File: src/cll_pkg.sv
// Shared types and constants for the cursor linked-list engine.
// No dependencies; used by cll_ctrl, cll_dpath and cursor_linked_list_engine.
`timescale 1ns / 1ps

package cll_pkg;

    localparam int NODE_COUNT = 16;
    localparam int IDX_W      = $clog2(NODE_COUNT);
    localparam int CNT_W      = $clog2(NODE_COUNT + 1);
    localparam int VAL_W      = 32;

    typedef logic [IDX_W-1:0] t_idx;
    typedef logic [CNT_W-1:0] t_cnt;

    typedef enum logic [2:0] {
        OP_NEW       = 3'd0,
        OP_CLEAR     = 3'd1,
        OP_APPEND    = 3'd2,
        OP_FIND      = 3'd3,
        OP_FIND_PREV = 3'd4,
        OP_REMOVE    = 3'd5,
        OP_IS_EMPTY  = 3'd6,
        OP_IS_LAST   = 3'd7
    } t_op;

    typedef enum logic [1:0] {
        ST_OK       = 2'd0,
        ST_NOSPACE  = 2'd1,
        ST_NOTFOUND = 2'd2
    } t_status;

    // Datapath micro-operations, one per cycle
    typedef enum logic [4:0] {
        U_NOP,
        U_LOAD,
        U_TF_READ,
        U_TF_POP,
        U_NEW_FIN,
        U_NOSPACE,
        U_AP_INIT,
        U_AP_WALK,
        U_AP_SETV,
        U_AP_LINK,
        U_CL_INIT,
        U_CL_A,
        U_CL_B,
        U_CL_C,
        U_FD_INIT,
        U_FD_WALK,
        U_WP_INIT,
        U_WP_WALK,
        U_RM_A,
        U_RM_B,
        U_RM_C,
        U_TEST_HEAD,
        U_TEST_POS,
        U_OUT_LOAD
    } t_uop;

    typedef enum logic [4:0] {
        S_IDLE,
        S_TF_READ,
        S_TF_POP,
        S_NEW_FIN,
        S_AP_INIT,
        S_AP_WALK,
        S_AP_SETV,
        S_AP_LINK,
        S_CL_INIT,
        S_CL_A,
        S_CL_B,
        S_CL_C,
        S_FD_INIT,
        S_FD_WALK,
        S_WP_INIT,
        S_WP_WALK,
        S_RM_A,
        S_RM_B,
        S_RM_C,
        S_TEST_HEAD,
        S_TEST_POS,
        S_DONE
    } t_state;

    typedef struct packed {
        logic more;    // walk continues
        logic hit;     // predecessor walk found a match
        logic t_zero;  // taken node is 0: free chain empty
    } t_dp_stat;

endpackage

File: src/cll_dpath.sv
// Datapath of the cursor linked-list engine: link and value stores, walk registers.
// Depends on cll_pkg; driven one micro-operation per cycle by cll_ctrl.
`timescale 1ns / 1ps

module cll_dpath (
    input  logic                        i_clk,
    input  logic                        i_rst_n,
    input  cll_pkg::t_uop               i_uop,
    input  logic [cll_pkg::IDX_W-1:0]   i_list_head,
    input  logic signed [cll_pkg::VAL_W-1:0] i_value,
    input  logic [cll_pkg::IDX_W-1:0]   i_position,
    output cll_pkg::t_dp_stat           o_stat,
    output logic [1:0]                  o_status,
    output logic [cll_pkg::IDX_W-1:0]   o_node_index,
    output logic                        o_answer
);

    logic [cll_pkg::IDX_W-1:0] r_link [cll_pkg::NODE_COUNT];
    logic [cll_pkg::VAL_W-1:0] r_val  [cll_pkg::NODE_COUNT];

    cll_pkg::t_idx    r_head, r_pos, r_p, r_t, r_idx;
    cll_pkg::t_cnt    r_n;
    logic [cll_pkg::VAL_W-1:0] r_x;
    cll_pkg::t_status r_status;
    logic             r_ans;

    logic [1:0]       r_out_status;
    cll_pkg::t_idx    r_out_idx;
    logic             r_out_ans;

    cll_pkg::t_idx ra, va, rl, lk_wa, lk_wd;
    logic          lk_we;
    logic [cll_pkg::VAL_W-1:0] rv;
    logic          n_ok, v_eq;

    // single read port on each store
    always_comb begin
        case (i_uop)
            cll_pkg::U_TF_READ, cll_pkg::U_RM_B, cll_pkg::U_CL_B: ra = '0;
            cll_pkg::U_TF_POP, cll_pkg::U_RM_A:                   ra = r_t;
            cll_pkg::U_CL_INIT, cll_pkg::U_FD_INIT,
            cll_pkg::U_TEST_HEAD:                                 ra = r_head;
            cll_pkg::U_TEST_POS:                                  ra = r_pos;
            default:                                              ra = r_p;
        endcase
    end

    assign rl   = r_link[ra];
    assign va   = (i_uop == cll_pkg::U_WP_WALK) ? rl : r_p;
    assign rv   = r_val[va];
    assign v_eq = (rv == r_x);
    assign n_ok = (r_n < cll_pkg::CNT_W'(cll_pkg::NODE_COUNT));

    always_comb begin
        o_stat.more   = 1'b0;
        o_stat.hit    = 1'b0;
        o_stat.t_zero = (r_t == '0);
        case (i_uop)
            cll_pkg::U_AP_WALK: o_stat.more = n_ok && (r_p != '0) && (rl != '0);
            cll_pkg::U_CL_A:    o_stat.more = n_ok && (r_p != '0);
            cll_pkg::U_FD_WALK: o_stat.more = n_ok && (r_p != '0) && !v_eq;
            cll_pkg::U_WP_WALK: begin
                o_stat.more = n_ok && (rl != '0) && !v_eq;
                o_stat.hit  = n_ok && (rl != '0) && v_eq;
            end
            default: ;
        endcase
    end

    // link write port
    always_comb begin
        lk_we = 1'b0;
        lk_wa = '0;
        lk_wd = '0;
        case (i_uop)
            cll_pkg::U_TF_POP:  begin lk_we = 1'b1; lk_wa = '0;     lk_wd = rl;  end
            cll_pkg::U_NEW_FIN: begin lk_we = 1'b1; lk_wa = r_t;    lk_wd = '0;  end
            cll_pkg::U_AP_SETV: begin lk_we = 1'b1; lk_wa = r_t;    lk_wd = rl;  end
            cll_pkg::U_AP_LINK: begin lk_we = 1'b1; lk_wa = r_p;    lk_wd = r_t; end
            cll_pkg::U_CL_INIT: begin lk_we = 1'b1; lk_wa = r_head; lk_wd = '0;  end
            cll_pkg::U_CL_B:    begin lk_we = 1'b1; lk_wa = r_p;    lk_wd = rl;  end
            cll_pkg::U_CL_C:    begin lk_we = 1'b1; lk_wa = '0;     lk_wd = r_p; end
            cll_pkg::U_RM_A:    begin lk_we = 1'b1; lk_wa = r_p;    lk_wd = rl;  end
            cll_pkg::U_RM_B:    begin lk_we = 1'b1; lk_wa = r_t;    lk_wd = rl;  end
            cll_pkg::U_RM_C:    begin lk_we = 1'b1; lk_wa = '0;     lk_wd = r_t; end
            default: ;
        endcase
    end

    // link store: reset chains every node to the next, last to 0
    always_ff @(posedge i_clk) begin
        if (!i_rst_n) begin
            for (int i = 0; i < cll_pkg::NODE_COUNT; i++) begin
                r_link[i] <= (i == cll_pkg::NODE_COUNT - 1) ? '0 : cll_pkg::IDX_W'(i + 1);
            end
        end else if (lk_we) begin
            r_link[lk_wa] <= lk_wd;
        end
    end

    always_ff @(posedge i_clk) begin
        if (i_uop == cll_pkg::U_AP_SETV) begin
            r_val[r_t] <= r_x;
        end
    end

    always_ff @(posedge i_clk) begin
        case (i_uop)
            cll_pkg::U_LOAD: begin
                r_head   <= i_list_head;
                r_pos    <= i_position;
                r_x      <= i_value;
                r_status <= cll_pkg::ST_OK;
                r_idx    <= '0;
                r_ans    <= 1'b0;
            end
            cll_pkg::U_TF_READ: r_t <= rl;
            cll_pkg::U_NEW_FIN: r_idx <= r_t;
            cll_pkg::U_NOSPACE: r_status <= cll_pkg::ST_NOSPACE;
            cll_pkg::U_AP_INIT, cll_pkg::U_WP_INIT: begin
                r_p <= r_head;
                r_n <= '0;
            end
            cll_pkg::U_AP_WALK: begin
                if (o_stat.more) begin
                    r_p <= rl;
                    r_n <= r_n + cll_pkg::CNT_W'(1);
                end
            end
            cll_pkg::U_AP_LINK: r_idx <= r_t;
            cll_pkg::U_CL_INIT, cll_pkg::U_FD_INIT: begin
                r_p <= rl;
                r_n <= '0;
            end
            cll_pkg::U_CL_A: r_t <= rl;
            cll_pkg::U_CL_C: begin
                r_p <= r_t;
                r_n <= r_n + cll_pkg::CNT_W'(1);
            end
            cll_pkg::U_FD_WALK: begin
                if (o_stat.more) begin
                    r_p <= rl;
                    r_n <= r_n + cll_pkg::CNT_W'(1);
                end else if ((r_p != '0) && v_eq) begin
                    r_idx <= r_p;
                end else begin
                    r_status <= cll_pkg::ST_NOTFOUND;
                end
            end
            cll_pkg::U_WP_WALK: begin
                if (o_stat.more) begin
                    r_p <= rl;
                    r_n <= r_n + cll_pkg::CNT_W'(1);
                end else if (o_stat.hit) begin
                    // predecessor result; a removal overwrites it at the end
                    r_t   <= rl;
                    r_idx <= r_p;
                end else begin
                    r_status <= cll_pkg::ST_NOTFOUND;
                end
            end
            cll_pkg::U_RM_C: r_idx <= r_t;
            cll_pkg::U_TEST_HEAD, cll_pkg::U_TEST_POS: r_ans <= (rl == '0);
            cll_pkg::U_OUT_LOAD: begin
                r_out_status <= r_status;
                r_out_idx    <= r_idx;
                r_out_ans    <= r_ans;
            end
            default: ;
        endcase
    end

    assign o_status     = r_out_status;
    assign o_node_index = r_out_idx;
    assign o_answer     = r_out_ans;

endmodule

File: src/cll_ctrl.sv
// Sequencer of the cursor linked-list engine: handshakes and micro-operation order.
// Depends on cll_pkg; commands cll_dpath.
`timescale 1ns / 1ps

module cll_ctrl (
    input  logic              i_clk,
    input  logic              i_rst_n,
    input  logic              i_in_valid,
    output logic              o_in_ready,
    input  logic [2:0]        i_op,
    output logic              o_out_valid,
    input  logic              i_out_ready,
    input  cll_pkg::t_dp_stat i_stat,
    output cll_pkg::t_uop     o_uop
);

    cll_pkg::t_state r_state, n_state;
    cll_pkg::t_op    r_op, n_op;
    logic            r_out_valid, n_out_valid;

    always_ff @(posedge i_clk) begin
        if (!i_rst_n) begin
            r_state     <= cll_pkg::S_IDLE;
            r_op        <= cll_pkg::OP_NEW;
            r_out_valid <= 1'b0;
        end else begin
            r_state     <= n_state;
            r_op        <= n_op;
            r_out_valid <= n_out_valid;
        end
    end

    always_comb begin
        n_state     = r_state;
        n_op        = r_op;
        n_out_valid = r_out_valid && !i_out_ready;
        o_uop       = cll_pkg::U_NOP;
        o_in_ready  = 1'b0;
        case (r_state)
            cll_pkg::S_IDLE: begin
                o_in_ready = 1'b1;
                if (i_in_valid) begin
                    o_uop = cll_pkg::U_LOAD;
                    n_op  = cll_pkg::t_op'(i_op);
                    case (cll_pkg::t_op'(i_op))
                        cll_pkg::OP_NEW, cll_pkg::OP_APPEND:
                            n_state = cll_pkg::S_TF_READ;
                        cll_pkg::OP_CLEAR:
                            n_state = cll_pkg::S_CL_INIT;
                        cll_pkg::OP_FIND:
                            n_state = cll_pkg::S_FD_INIT;
                        cll_pkg::OP_FIND_PREV, cll_pkg::OP_REMOVE:
                            n_state = cll_pkg::S_WP_INIT;
                        cll_pkg::OP_IS_EMPTY:
                            n_state = cll_pkg::S_TEST_HEAD;
                        default:
                            n_state = cll_pkg::S_TEST_POS;
                    endcase
                end
            end
            cll_pkg::S_TF_READ: begin
                o_uop   = cll_pkg::U_TF_READ;
                n_state = cll_pkg::S_TF_POP;
            end
            cll_pkg::S_TF_POP: begin
                if (i_stat.t_zero) begin
                    o_uop   = cll_pkg::U_NOSPACE;
                    n_state = cll_pkg::S_DONE;
                end else begin
                    o_uop   = cll_pkg::U_TF_POP;
                    n_state = (r_op == cll_pkg::OP_NEW) ? cll_pkg::S_NEW_FIN
                                                        : cll_pkg::S_AP_INIT;
                end
            end
            cll_pkg::S_NEW_FIN: begin
                o_uop   = cll_pkg::U_NEW_FIN;
                n_state = cll_pkg::S_DONE;
            end
            cll_pkg::S_AP_INIT: begin
                o_uop   = cll_pkg::U_AP_INIT;
                n_state = cll_pkg::S_AP_WALK;
            end
            cll_pkg::S_AP_WALK: begin
                o_uop = cll_pkg::U_AP_WALK;
                if (!i_stat.more) begin
                    n_state = cll_pkg::S_AP_SETV;
                end
            end
            cll_pkg::S_AP_SETV: begin
                o_uop   = cll_pkg::U_AP_SETV;
                n_state = cll_pkg::S_AP_LINK;
            end
            cll_pkg::S_AP_LINK: begin
                o_uop   = cll_pkg::U_AP_LINK;
                n_state = cll_pkg::S_DONE;
            end
            cll_pkg::S_CL_INIT: begin
                o_uop   = cll_pkg::U_CL_INIT;
                n_state = cll_pkg::S_CL_A;
            end
            cll_pkg::S_CL_A: begin
                o_uop   = cll_pkg::U_CL_A;
                n_state = i_stat.more ? cll_pkg::S_CL_B : cll_pkg::S_DONE;
            end
            cll_pkg::S_CL_B: begin
                o_uop   = cll_pkg::U_CL_B;
                n_state = cll_pkg::S_CL_C;
            end
            cll_pkg::S_CL_C: begin
                o_uop   = cll_pkg::U_CL_C;
                n_state = cll_pkg::S_CL_A;
            end
            cll_pkg::S_FD_INIT: begin
                o_uop   = cll_pkg::U_FD_INIT;
                n_state = cll_pkg::S_FD_WALK;
            end
            cll_pkg::S_FD_WALK: begin
                o_uop = cll_pkg::U_FD_WALK;
                if (!i_stat.more) begin
                    n_state = cll_pkg::S_DONE;
                end
            end
            cll_pkg::S_WP_INIT: begin
                o_uop   = cll_pkg::U_WP_INIT;
                n_state = cll_pkg::S_WP_WALK;
            end
            cll_pkg::S_WP_WALK: begin
                o_uop = cll_pkg::U_WP_WALK;
                if (!i_stat.more) begin
                    n_state = (i_stat.hit && (r_op == cll_pkg::OP_REMOVE))
                              ? cll_pkg::S_RM_A : cll_pkg::S_DONE;
                end
            end
            cll_pkg::S_RM_A: begin
                o_uop   = cll_pkg::U_RM_A;
                n_state = cll_pkg::S_RM_B;
            end
            cll_pkg::S_RM_B: begin
                o_uop   = cll_pkg::U_RM_B;
                n_state = cll_pkg::S_RM_C;
            end
            cll_pkg::S_RM_C: begin
                o_uop   = cll_pkg::U_RM_C;
                n_state = cll_pkg::S_DONE;
            end
            cll_pkg::S_TEST_HEAD: begin
                o_uop   = cll_pkg::U_TEST_HEAD;
                n_state = cll_pkg::S_DONE;
            end
            cll_pkg::S_TEST_POS: begin
                o_uop   = cll_pkg::U_TEST_POS;
                n_state = cll_pkg::S_DONE;
            end
            cll_pkg::S_DONE: begin
                // hand over once the output register is free or being emptied
                if (!r_out_valid || i_out_ready) begin
                    o_uop       = cll_pkg::U_OUT_LOAD;
                    n_out_valid = 1'b1;
                    n_state     = cll_pkg::S_IDLE;
                end
            end
            default: n_state = cll_pkg::S_IDLE;
        endcase
    end

    assign o_out_valid = r_out_valid;

endmodule

File: src/cursor_linked_list_engine.sv
// Top level of the cursor linked-list engine: sequencer plus datapath.
// Depends on cll_pkg, cll_ctrl and cll_dpath.
`timescale 1ns / 1ps

// Usage
//  - Request channel (i_in_valid / o_in_ready) carries op, list_head, value and
//    position. One transfer is one request; every request yields exactly one
//    result transfer on the result channel (o_out_valid / i_out_ready) with
//    status, node_index and answer.
//  - One request is in work at a time; o_in_ready is high only while idle.
//  - Walks are bounded at NODE_COUNT links, so a clear of a long list is the
//    longest operation. The pace is set by the single read port and single
//    write port of the link store: one link step per cycle, and each node
//    handed back to the free chain takes three steps (CL_A, CL_B, CL_C).
//  - The result sits in an output register, so the next request is taken while
//    a result is still waiting; a stalled receiver only holds the sequencer
//    at its hand-over step once the following result is ready.
//  - Synchronous active-low reset empties the output register and links every
//    node to the next, so node 0 heads a free chain of all other nodes.
//    Node values are undefined until an append writes them.

module cursor_linked_list_engine (
    input  logic                              i_clk,
    input  logic                              i_rst_n,
    input  logic                              i_in_valid,
    output logic                              o_in_ready,
    input  logic [2:0]                        i_op,
    input  logic [cll_pkg::IDX_W-1:0]         i_list_head,
    input  logic signed [cll_pkg::VAL_W-1:0]  i_value,
    input  logic [cll_pkg::IDX_W-1:0]         i_position,
    output logic                              o_out_valid,
    input  logic                              i_out_ready,
    output logic [1:0]                        o_status,
    output logic [cll_pkg::IDX_W-1:0]         o_node_index,
    output logic                              o_answer
);

    cll_pkg::t_uop     uop;
    cll_pkg::t_dp_stat dp_stat;

    cll_ctrl u_ctrl (
        .i_clk       (i_clk),
        .i_rst_n     (i_rst_n),
        .i_in_valid  (i_in_valid),
        .o_in_ready  (o_in_ready),
        .i_op        (i_op),
        .o_out_valid (o_out_valid),
        .i_out_ready (i_out_ready),
        .i_stat      (dp_stat),
        .o_uop       (uop)
    );

    cll_dpath u_dpath (
        .i_clk        (i_clk),
        .i_rst_n      (i_rst_n),
        .i_uop        (uop),
        .i_list_head  (i_list_head),
        .i_value      (i_value),
        .i_position   (i_position),
        .o_stat       (dp_stat),
        .o_status     (o_status),
        .o_node_index (o_node_index),
        .o_answer     (o_answer)
    );

endmodule
File: config.mk
export PLATFORM = sky130hd
export DESIGN_NAME = cursor_linked_list_engine
export DESIGN_NICKNAME = d
export VERILOG_FILES = /design/src/cll_pkg.sv /design/src/cll_dpath.sv /design/src/cll_ctrl.sv /design/src/cursor_linked_list_engine.sv
export SDC_FILE = /design/constraint.sdc
export NUM_CORES = 1
export LEC_CHECK = 0
export ABC_AREA = 1
export BUFFER_PORTS_ARGS = -buffer_cell sky130_fd_sc_hd__clkbuf_2
export CAP_MARGIN = 5
export CORE_AREA = 4 4 233 257
export CTS_CLUSTER_DIAMETER = 30
export DETAILED_ROUTE_END_ITERATION = 8
export DIE_AREA = 0 0 237 261
export PLACE_DENSITY = 0.66
export SYNTH_ARGS = -nofsm -noshare
export SYNTH_HDL_FRONTEND = slang
export SYNTH_HIERARCHICAL = 1
export SYNTH_SLANG_ARGS = --single-unit
export TNS_END_PERCENT = 30
File: constraint.sdc
create_clock -name i_clk -period 13.4 [get_ports i_clk]
set_clock_uncertainty 0.15 [all_clocks]
set_input_delay 0 -clock i_clk [delete_from_list [all_inputs] [get_ports i_clk]]
set_output_delay 0 -clock i_clk [all_outputs]
set_load 0.02 [all_outputs]
Word-level counts from Yosys, hierarchy flattened

Memories as Yosys holds them, arrays and structs flattened.
Cells that the tools add are included.

Register bits: 76
Bits in latches: 0
RAM bits: 576
Memory bits (read-only): 0
Input bits: 47
Word-level logic and storage cells: 188
Memories: 2

Memory list:

| memory         | depth | bits a word | rd ports | clocked after Yosys merged registers in | wr ports | RTL line        | text |
|---|---|---|---|---|---|---|---|
| u_dpath.r_val  | 16    | 32          | 1        | 0                                       | 1        | cll_dpath.sv:19 | `logic [cll_pkg::VAL_W-1:0] r_val [cll_pkg::NODE_COUNT];` |
| u_dpath.r_link | 16    | 4           | 1        | 0                                       | 16       | cll_dpath.sv:18 | `logic [cll_pkg::IDX_W-1:0] r_link [cll_pkg::NODE_COUNT];` |

$add $sub $neg: 1
Multipliers: 0
Div/mod/pow operators: 0
Magnitude comparators: 1
Eq/ne operators: 64
Shifts and indexed selects: 0
Muxes and demuxes: 52
Bitwise logic cells: 0
Reductions and logical operators: 53

Operator list:

| kind                                          | number |
|---|---|
| one-hot mux 5 bit (22 select lines)           | 1 |
| one-hot mux 5 bit (17 select lines)           | 1 |
| == test 5 x 4 -> 1 bit, second input constant | 16 |
| == test 5 bit, second input constant          | 14 |
| one-hot mux 4 bit (4 select lines)            | 3 |
| two-way mux 5 bit                             | 9 |
| == test 5 x 3 -> 1 bit, second input constant | 8 |
| two-way mux 4 bit                             | 10 |
| == test 32 bit                                | 1 |
| one-hot mux 5 bit (5 select lines)            | 1 |
| one-hot mux 4 bit (3 select lines)            | 2 |
| == test 5 x 2 -> 1 bit, second input constant | 4 |
| nonzero test 4 bit                            | 5 |
| inequality test 2 bit, second input constant  | 9 |
| OR reduction 2 bit                            | 9 |
| OR reduction 3 bit                            | 6 |
| one-hot mux 5 bit (3 select lines)            | 1 |
| AND reduction 5 bit                           | 3 |
| two-way mux 1 bit                             | 13 |
| == test 3 bit, second input constant          | 4 |
| == test 5 x 1 -> 1 bit, second input constant | 2 |
| OR reduction 10 bit                           | 1 |
| OR reduction 5 bit                            | 2 |
| logical AND 1 bit                             | 9 |
| 21 further kinds                              | 37 |

Logic depth before layout (Yosys ltp)

Gate-level depths: netlist of the first run.
An unclocked memory read counts as a cell.

Depth in word-level cells: 17
Gate-level depth with buffers: 48

By module

The synthesis of the first run kept the hierarchy.

Modules (own cells, without submodules):

| module    | times used | cells each | area an instance (um2) |
|---|---|---|---|
| cll_dpath | 1          | 2435       | 27450.1 |
| cll_ctrl  | 1          | 166        | 922.1 |

Least setup slack after synthesis of the first run

No wires, ideal clock.

Path kind: reg2reg
From: reg u_dpath.r_t[2]
To: reg u_ctrl.r_state[0]
Setup time: 0.070 ns
Arrival: 4.624 ns
Path slack: 8.556 ns
Cell stages (with the launch flop): 42
Path buffers: 2
Clock period less this slack: 4.844 ns
Cell sequence: edfxtp_1 -> inv_1 -> nand2_1 -> nor3_1 -> inv_1 -> a221oi_1 -> nand3_1 -> nand2_1 -> nor2_1 -> nand2_2 -> nand2_2 -> nor2_4 -> nand2_4 -> o21ai_2 -> inv_1 -> nand3_1 -> nand3_1 -> nand2_1 -> [... 6 more ...] -> nand3_1 -> nand3_1 -> nand3_1 -> nand2_1 -> nand2_1 -> nor2_1 -> nand2_1 -> nor2_4 -> nand2_1 -> nand2_1 -> nand2_1 -> inv_1 -> nand3_1 -> nand2_1 -> nor2_1 -> nand3_1 -> nand2_1 -> a21oi_1

RTL lines:

| what                     | RTL line         | text |
|---|---|---|
| start: declaration       | cll_dpath.sv:21  | `cll_pkg::t_idx r_head, r_pos, r_p, r_t, r_idx;` |
| start signal: assignment | cll_dpath.sv:117 | `cll_pkg::U_TF_READ: r_t <= rl;` |
| start signal: assignment | cll_dpath.sv:135 | `cll_pkg::U_CL_A: r_t <= rl;` |
| start signal: assignment | cll_dpath.sv:156 | `r_t <= rl;` |
| end signal: assignment   | cll_ctrl.sv:23   | `r_state <= cll_pkg::S_IDLE;` |
| end signal: assignment   | cll_ctrl.sv:27   | `r_state <= n_state;` |
| end: declaration         | cll_ctrl.sv:17   | `cll_pkg::t_state r_state, n_state;` |

==> results.md, run 1 <==
* Grt total ovfl at 0
* Vias in the first global route at 20.25k
* RePlAce Congestion at between 0.9 and 1
* Layout fillers at 4472
* Worst min-delay path class: in2reg
* Initial core utilization at between 40% and 50%
* # diodes at 0
* Least-Margin Pin Slew at 1179 ps
* Util after Layout at 59.60%
* Area leader, netlist: edfxtp_1
* Chip width at 237 um
* Final Hold Viols at 0
* Data required, critical path at 13840 ps
* Via count at 20.38k
* CORE AREA at 0.05721 mm^2
* First-pass GRT wire length at 112900 um
* Largest net degree at the start of global routing at 172
* Max IR drop VDD at roughly 0.00028 V
* DRT antenna net count at 0
* Fin nets at between 2k and 3k
* CP max FO at between 150 and 200
* Initial antenna violation count at 0
* Number of max-cap violations at 0
* Synth Instances at ~2.6k
* # H-tree levels at 3
* Period utilization at 68.14%
* Status: finished clean
* Netlist cell types at 44
* Critical Path Sink Type: flip-flop
* # setup viols final at 0
* CP arrival at ~9600 ps
* Final Max Tran Viols at 0
* Synth top area cells: edfxtp_1 68%, nand3_1 12%, nand2_1 9.9%, nor2_1 1.8%, inv_1 1.7%
* Setup Buffers After CTS at 0
* Largest family of logic cells by synthesized area: simple AND/OR/NAND/NOR gates
* 1st-iter DRT viols at about 2.2k
* Setup TNS at 0 ps
* Io pins at 56
* FMAX at 0.1095 GHz
* DRC Markers at 0
* Ys flop type: edfxtp_1
* Crit-path slowest cell: buf_4
* Final HPWL DP at 38720 um
* Chip height at 261 um
* Total number of yosys warnings at 6
* Yosys top cell area share at 68.05%
* Clock buffer depth at 3
* Detailed Route WL at 73280 um
* Critical path launch point type: flip-flop
* RSZ-0062 raised after global routing: no
* Pleak at between 10 and 15 nW
* Dpl cell area at between 0.02 and 0.03 mm^2
* Clk sink count at around 650
* Mean post-synth cell area at 10.91 um^2
* Die area at 0.06186 mm^2
* Synth async-reset ratio at 0%
* Number of port buffers at 55
* Post-route minimum period at 9131 ps
* Xor/xnor cell area share of the yosys netlist at 0.06174%
* Design Area, Final at 0.03410 mm^2
* Power density over the cells at between 200 and 300 mW/mm^2
* Commonest non-fill, non-tap cell in the layout: nand2_1
* Clk root buf: clkbuf_16
* Number of synthesized flops with an enable pin at 643
* Pre-antenna DRT Iters at 5
* Sequential share of the synthesized area at 68.69%
* Area Growth Syn to Fin at 20.18%
* Clk Latency, worst-skew pair at approximately 660 ps
* Simple-Gate Fraction of Synth Area at between 20% and 30%
* Most used cell along the critical path: nand2_1
* All-Layer GR Usage at a little under a quarter
* CP max stage delay at 850 ps
* Cell Area, Synth at 0.02837 mm^2
* FP Rows at 92
* Synth Area in Compound Gates at 1.398%
* Commonest cells after routing, fill and taps aside: 748 x nand2_1, 664 x nand3_1, 643 x edfxtp_1
* CTS tree: yes
* Multiplexer area fraction after synthesis at 0%
* WL/cell at 20.24 um
* Flops & latches, synth at approximately 650
* CP Class: reg2reg
* Clk pin slew, worst setup/hold paths at 50 ps
* TritonCTS buffer count at about 120
* Layout cell share with drive strength beyond 1 at 11.75%
* Synth Area in Adders at less than 1%
* Syn nets at around 2.6k
* DR vias/cell at 5.630
* Max-slew headroom at 21.38%
==> final cells by class <==
| type | count | area [um^2] | share of cell area (%) |
|---|---|---|---|
| Clock buffer | 139 | 3032 | 8.891 |
| Clock inverter | 79 | 955.9 | 2.803 |
| Inverter | 140 | 528.0 | 1.548 |
| Multi-Input combinational cell | 1681 | 7732 | 22.68 |
| Sequential cell | 652 | 19490 | 57.15 |
| Tap cell | 752 | 940.9 | 2.759 |
| Timing Repair Buffer | 177 | 1421 | 4.168 |
==> sequential cells by signal, summed over array words and instances, names as in the netlist <==
| register | flops |
|---|---|
| u_dpath/r_val | 512 |
| u_dpath/r_link | 64 |
| u_dpath/r_x | 32 |
| u_ctrl/r_state | 5 |
| u_dpath/r_n | 5 |
| u_dpath/o_node_index | 4 |
| u_dpath/r_head | 4 |
| u_dpath/r_idx | 4 |
| u_dpath/r_p | 4 |
| u_dpath/r_pos | 4 |
| u_dpath/r_t | 4 |
| u_ctrl/r_op | 3 |
| u_dpath/o_status | 2 |
| u_dpath/r_status | 2 |
| u_ctrl/o_out_valid | 1 |
| u_dpath/o_answer | 1 |
| u_dpath/r_ans | 1 |
==> cells in the mapped netlist (2+ instances only) <==
master    instances
inv_1           129
buf_2            57
inv_2             9
nor3_1           10
o21ai_1           3
nor4_1            4
o21ai_0          20
nand2_4           3
nand2_1         750
o21ai_2           3
dfxtp_1           9
buf_6            19
nor2_1          135
nor2_2            5
or2_2             2
a22oi_1           3
clkbuf_1         16
buf_4            29
nand3b_1         10
nand3_1         664
a221oi_1          2
nand2_2          12
edfxtp_1        643
buf_1             6
a22o_1            2
o211ai_1          7
nor2_4            7
o22ai_1           3
nand4_1           8
a21oi_1          15
nand3_2           3
==> repair_timing <==
item | CTS | global route
gates resized for setup | 0 | 0
endpoints found under the hold margin | 105 | 0
hold buffers | 92 | 0
==> cell families after synthesis <==
logic type / count (synthesis)
AND/OR/NAND/NOR: 1614
flip-flops: 652
buffers and inverters: 268
AO/OA/AOI/OAI: 64
XOR/XNOR: 2
adder cells (fa/ha/maj): 1
==> per-layer routing <==
metal | GRT usage [%] | up-vias | part of all wire, %
met5 | 0 | - | 0
met4 | 10.64 | 0 | 3.5
met3 | 3.855 | 172 | 7.8
met2 | 39.34 | 953 | 49
met1 | 30.01 | 9787 | 40
li1 | - | 9469 | -
==> critical path, delay by kind of cell (launching register included) <==
kind,cells,cell delay (ps)
flops,1,500
simple gates,32,6040
compound gates,3,480
buf+inv,4,1680
==> where the power goes <==
part / internal [mW] / leakage [nW] / total, mW / switching [mW]
combinational: 1.03 / 5.00 / 3.74 / 2.71
clock: 1.95 / 1.92 / 2.95 / 0.999
sequential: 2.73 / 5.85 / 3.03 / 0.302
total: 5.71 / 12.8 / 9.72 / 4.01
==> worst paths after layout <==
path                                            startpoint                           endpoint  slack [ps]  cells after the start
worst min-delay path                            i_in_valid     u_ctrl/r_state[0]$_SDFFE_PN0P_         270                      6
worst max-delay path              u_dpath/r_t[3]$_DFFE_PP_     u_ctrl/r_state[4]$_SDFFE_PN0P_        4270                     39
worst max register to register    u_dpath/r_t[3]$_DFFE_PP_     u_ctrl/r_state[4]$_SDFFE_PN0P_        4270                     39
worst min register to register  u_dpath/r_idx[0]$_DFFE_PP_  u_dpath/o_node_index[0]$_DFFE_PN_         270                      0
==> through the flow <==
stage                     power [mW]  worst slack, ps  instances  hold WS, ps
final                          9.718             4269       3620        265.7
after CTS                      9.715             4338       3620        233.4
after detailed placement       6.722             4890       3310        28.64
after global placement         6.641             4911       3310        26.46
after global routing           10.30             3308       3620        263.9
after floorplan                5.769             8556       2601       -51.13
Note: power is estimated with default switching activity, not from simulation.
==> run 2: changes to the inputs <==
--- a/config.mk
+++ b/config.mk
@@ -12,7 +12,7 @@
 export CTS_CLUSTER_DIAMETER = 30
 export DETAILED_ROUTE_END_ITERATION = 8
 export DIE_AREA = 0 0 237 261
-export PLACE_DENSITY = 0.66
+export PLACE_DENSITY = 0.69
 export SYNTH_ARGS = -nofsm -noshare
 export SYNTH_HDL_FRONTEND = slang
 export SYNTH_HIERARCHICAL = 1
==> constraint.sdc (replaced) <==
create_clock -name i_clk -period 7.4 [get_ports i_clk]
set_clock_uncertainty 0.15 [all_clocks]
set_input_delay 0 -clock i_clk [delete_from_list [all_inputs] [get_ports i_clk]]
set_output_delay 0 -clock i_clk [all_outputs]
set_load 0.02 [all_outputs]
==> run 2 against run 1 <==
  * Cell area up 0.88%
  * Count of clock-buffer cells in the layout shrank 20
  * Sequential power increased by 81%
  * Setup slack worse by 3700 ps
  * Combinational power grew 88%
  * Total power up 84%
  * Routed wire length rose by 1.0%
  * Clock power rose by 83%
  * Highest routed layer unchanged
  * First-iteration DRC count rose by 7.4%
  * Critical endpoint is now u_ctrl/r_state[0]$_SDFFE_PN0P_
  * Sequential share of layout area is 0.50 points lower
==> results.md, run 2 (synthesis gave the netlist of run 1 again) <==
* Vias in the first global route at 20.47k (+1.1%)
* RSZ-0062 raised after global routing: no
* Most used cell along the critical path: nand2_1
* TritonCTS buffer count at 114 (-2.6%)
* Data required, critical path at 7760 ps (-6080 ps)
* RePlAce Congestion at 0.9407 (+3.7%)
* Dpl cells at 3322 (+0.36%)
* Initial core utilization at 49.59% (unchanged)
* CTS tree: yes
* First-pass GRT wire length at 113000 um (+0.11%)
* DRC Markers at 0 (unchanged)
* Clk sink count at 652 (unchanged)
* Clk Latency, worst-skew pair at 660 ps (about the same)
* Fin nets at 2826 (+0.32%)
* # setup viols final at 0 (unchanged)
* DRT antenna net count at 0 (unchanged)
* Crit-path slowest cell: o21ai_2
* DR vias/cell at 5.701 (+1.3%)
* Status: finished clean
* Clock buffer depth at 3 (unchanged)
* Largest reg by FF count: u_dpath/r_val
* Chip width at 237 um (unchanged)
* Combinational power share at 39.3% (+0.8 points)
* Critical Path Sink Type: flip-flop
* Number of port buffers at 55 (unchanged)
* Final Hold Viols at 0 (unchanged)
* Post-route non-filler standard cell count at 3628 (+0.22%)
* Clk root buf: clkbuf_16
* Max IR drop VDD at 0.0004824 V (+73%)
* Final HPWL DP at 38830 um (+0.27%)
* NetSw at 7.435 mW (+86%)
* Pre-antenna DRT Iters at 8 (+3)
* Number of max-cap violations at 0 (unchanged)
* Worst min-delay path class: in2reg
* Max-slew headroom at 34.67% (+13 points)
* Io pins at 56 (unchanged)
* FMAX at 0.1466 GHz (+34%)
* Clk network pwr share at 30.1% (-0.2 points)
* Commonest non-fill, non-tap cell in the layout: nand2_1
* Switch share at 41.51% (+0.27 points)
* Post-route minimum period at 6822 ps (-2309 ps)
* Power density over the cells at 520.7 mW/mm^2 (+83%)
* Commonest cells after routing, fill and taps aside: 748 x nand2_1, 664 x nand3_1, 643 x edfxtp_1
* Layout cell share with drive strength beyond 1 at 12.59% (+0.84 points)
* CORE AREA at 0.05721 mm^2 (unchanged)
* Setup TNS at 0 ps (unchanged)
* 1st-iter DRT viols at 2356 (+7.4%)
* Final Max Tran Viols at 0 (unchanged)
* Least-Margin Pin Slew at 972.5 ps (-206.9 ps)
* All-Layer GR Usage at 23.31% (-0.043 points)
* Area Growth Syn to Fin at 21.24%
* Critical path launch point type: flip-flop
* FP Rows at 92 (unchanged)
* Via count at 20.68k (+1.5%)
* WL/cell at 20.41 um (+0.81%)
* # H-tree levels at 3 (unchanged)
* Power share of the sequential group at 30.7% (-0.5 points)
* # diodes at 0 (unchanged)
* Max reg flops at 512 (unchanged)
* Pleak at 12.90 nW (+1.1%)
* Die area at 0.06186 mm^2 (unchanged)
* CP max stage delay at 540 ps (-310 ps)
* Grt total ovfl at 0 (unchanged)
* Internal Pwr Total at 10.48 mW (+83%)
* CP Class: reg2reg
* CP max FO at 28 (-84%)
* Chip height at 261 um (unchanged)
* Clk pin slew, worst setup/hold paths at 50 ps (about the same)
* Period utilization at 92.19% (+24 points)
* Biggest regs: u_dpath/r_val x512, u_dpath/r_link x64, u_dpath/r_x x32
* Detailed Route WL at 74040 um (+1.0%)
* Largest net degree at the start of global routing at 79 (-54%)
* Initial antenna violation count at 0 (unchanged)
* CP arrival at 7180 ps (-2390 ps)
## run 2: layout make-up
class | instances | area, um^2
tap | 752 | 940.9
clock inverter | 95 | 1154
multi-input combinational | 1683 | 7779
clock buffer | 119 | 2872
sequential | 652 | 19490
timing repair buffer | 187 | 1637
fill | 4453 | 22810
inverter | 140 | 528.0
## run 2: worst paths after layout
kind / from / end / slack (ps) / cells past startpoint
setup / recovery: u_dpath/r_t[3]$_DFFE_PP_ / u_ctrl/r_state[0]$_SDFFE_PN0P_ / 580 / 39
hold reg to reg: u_dpath/r_idx[1]$_DFFE_PP_ / u_dpath/o_node_index[1]$_DFFE_PN_ / 260 / 0
hold / removal: i_out_ready / u_ctrl/o_out_valid$_SDFF_PN0_ / 60 / 5
setup reg to reg: u_dpath/r_t[3]$_DFFE_PP_ / u_ctrl/r_state[0]$_SDFFE_PN0P_ / 580 / 39
## run 2: worst max-delay path, delay by kind of cell, from the launching register on
family / cells / cell delay (ps)
simple gates: 30 / 4240
flops: 1 / 490
compound gates: 3 / 900
buf+inv: 6 / 860
## run 2: what timing repair did
action,CTS,global route
setup endpoints to repair,0,24
gates resized for setup,0,6
hold endpoints to repair,98,0
buffers inserted,0,0
hold buffers,90,0
## run 2: routing by layer
layer / GRT usage [%] / share of wire [%] / vias to the layer above
met5: 0 / 0 / -
met4: 9.408 / 3.1 / 0
met3: 4.708 / 8.9 / 188
met2: 39.74 / 49 / 1084
met1: 29.48 / 39 / 9923
li1: - / - / 9488
## run 2: through the flow
| stage | power [mW] | cell area [um^2] | utilization (%) | hold WS [ps] | worst slack (ps) |
|---|---|---|---|---|---|
| 2_1_floorplan | 10.45 | 28370 | - | -51.13 | 2556 |
| 3_3_place_gp | 12.15 | 29420 | 51.42 | 28.02 | 459.0 |
| 3_5_place_dp | 12.30 | 29420 | 51.42 | 28.68 | 318.3 |
| 4_1_cts | 17.79 | 34340 | 60.03 | 35.34 | 259.7 |
| 5_1_grt | 18.92 | 34400 | 60.13 | 83.79 | 28.38 |
| 6_report | 17.91 | 34400 | 60.13 | 60.87 | 577.7 |
## run 2: power groups by stage
stage / clock [mW] / sequential (mW) / combinational, mW
floorplan: 0 / 5.32 / 5.13
global placement: 0 / 5.51 / 6.64
detailed placement: 0 / 5.54 / 6.76
CTS: 5.45 / 5.48 / 6.86
global route: 5.66 / 5.55 / 7.71
finish: 5.39 / 5.49 / 7.03
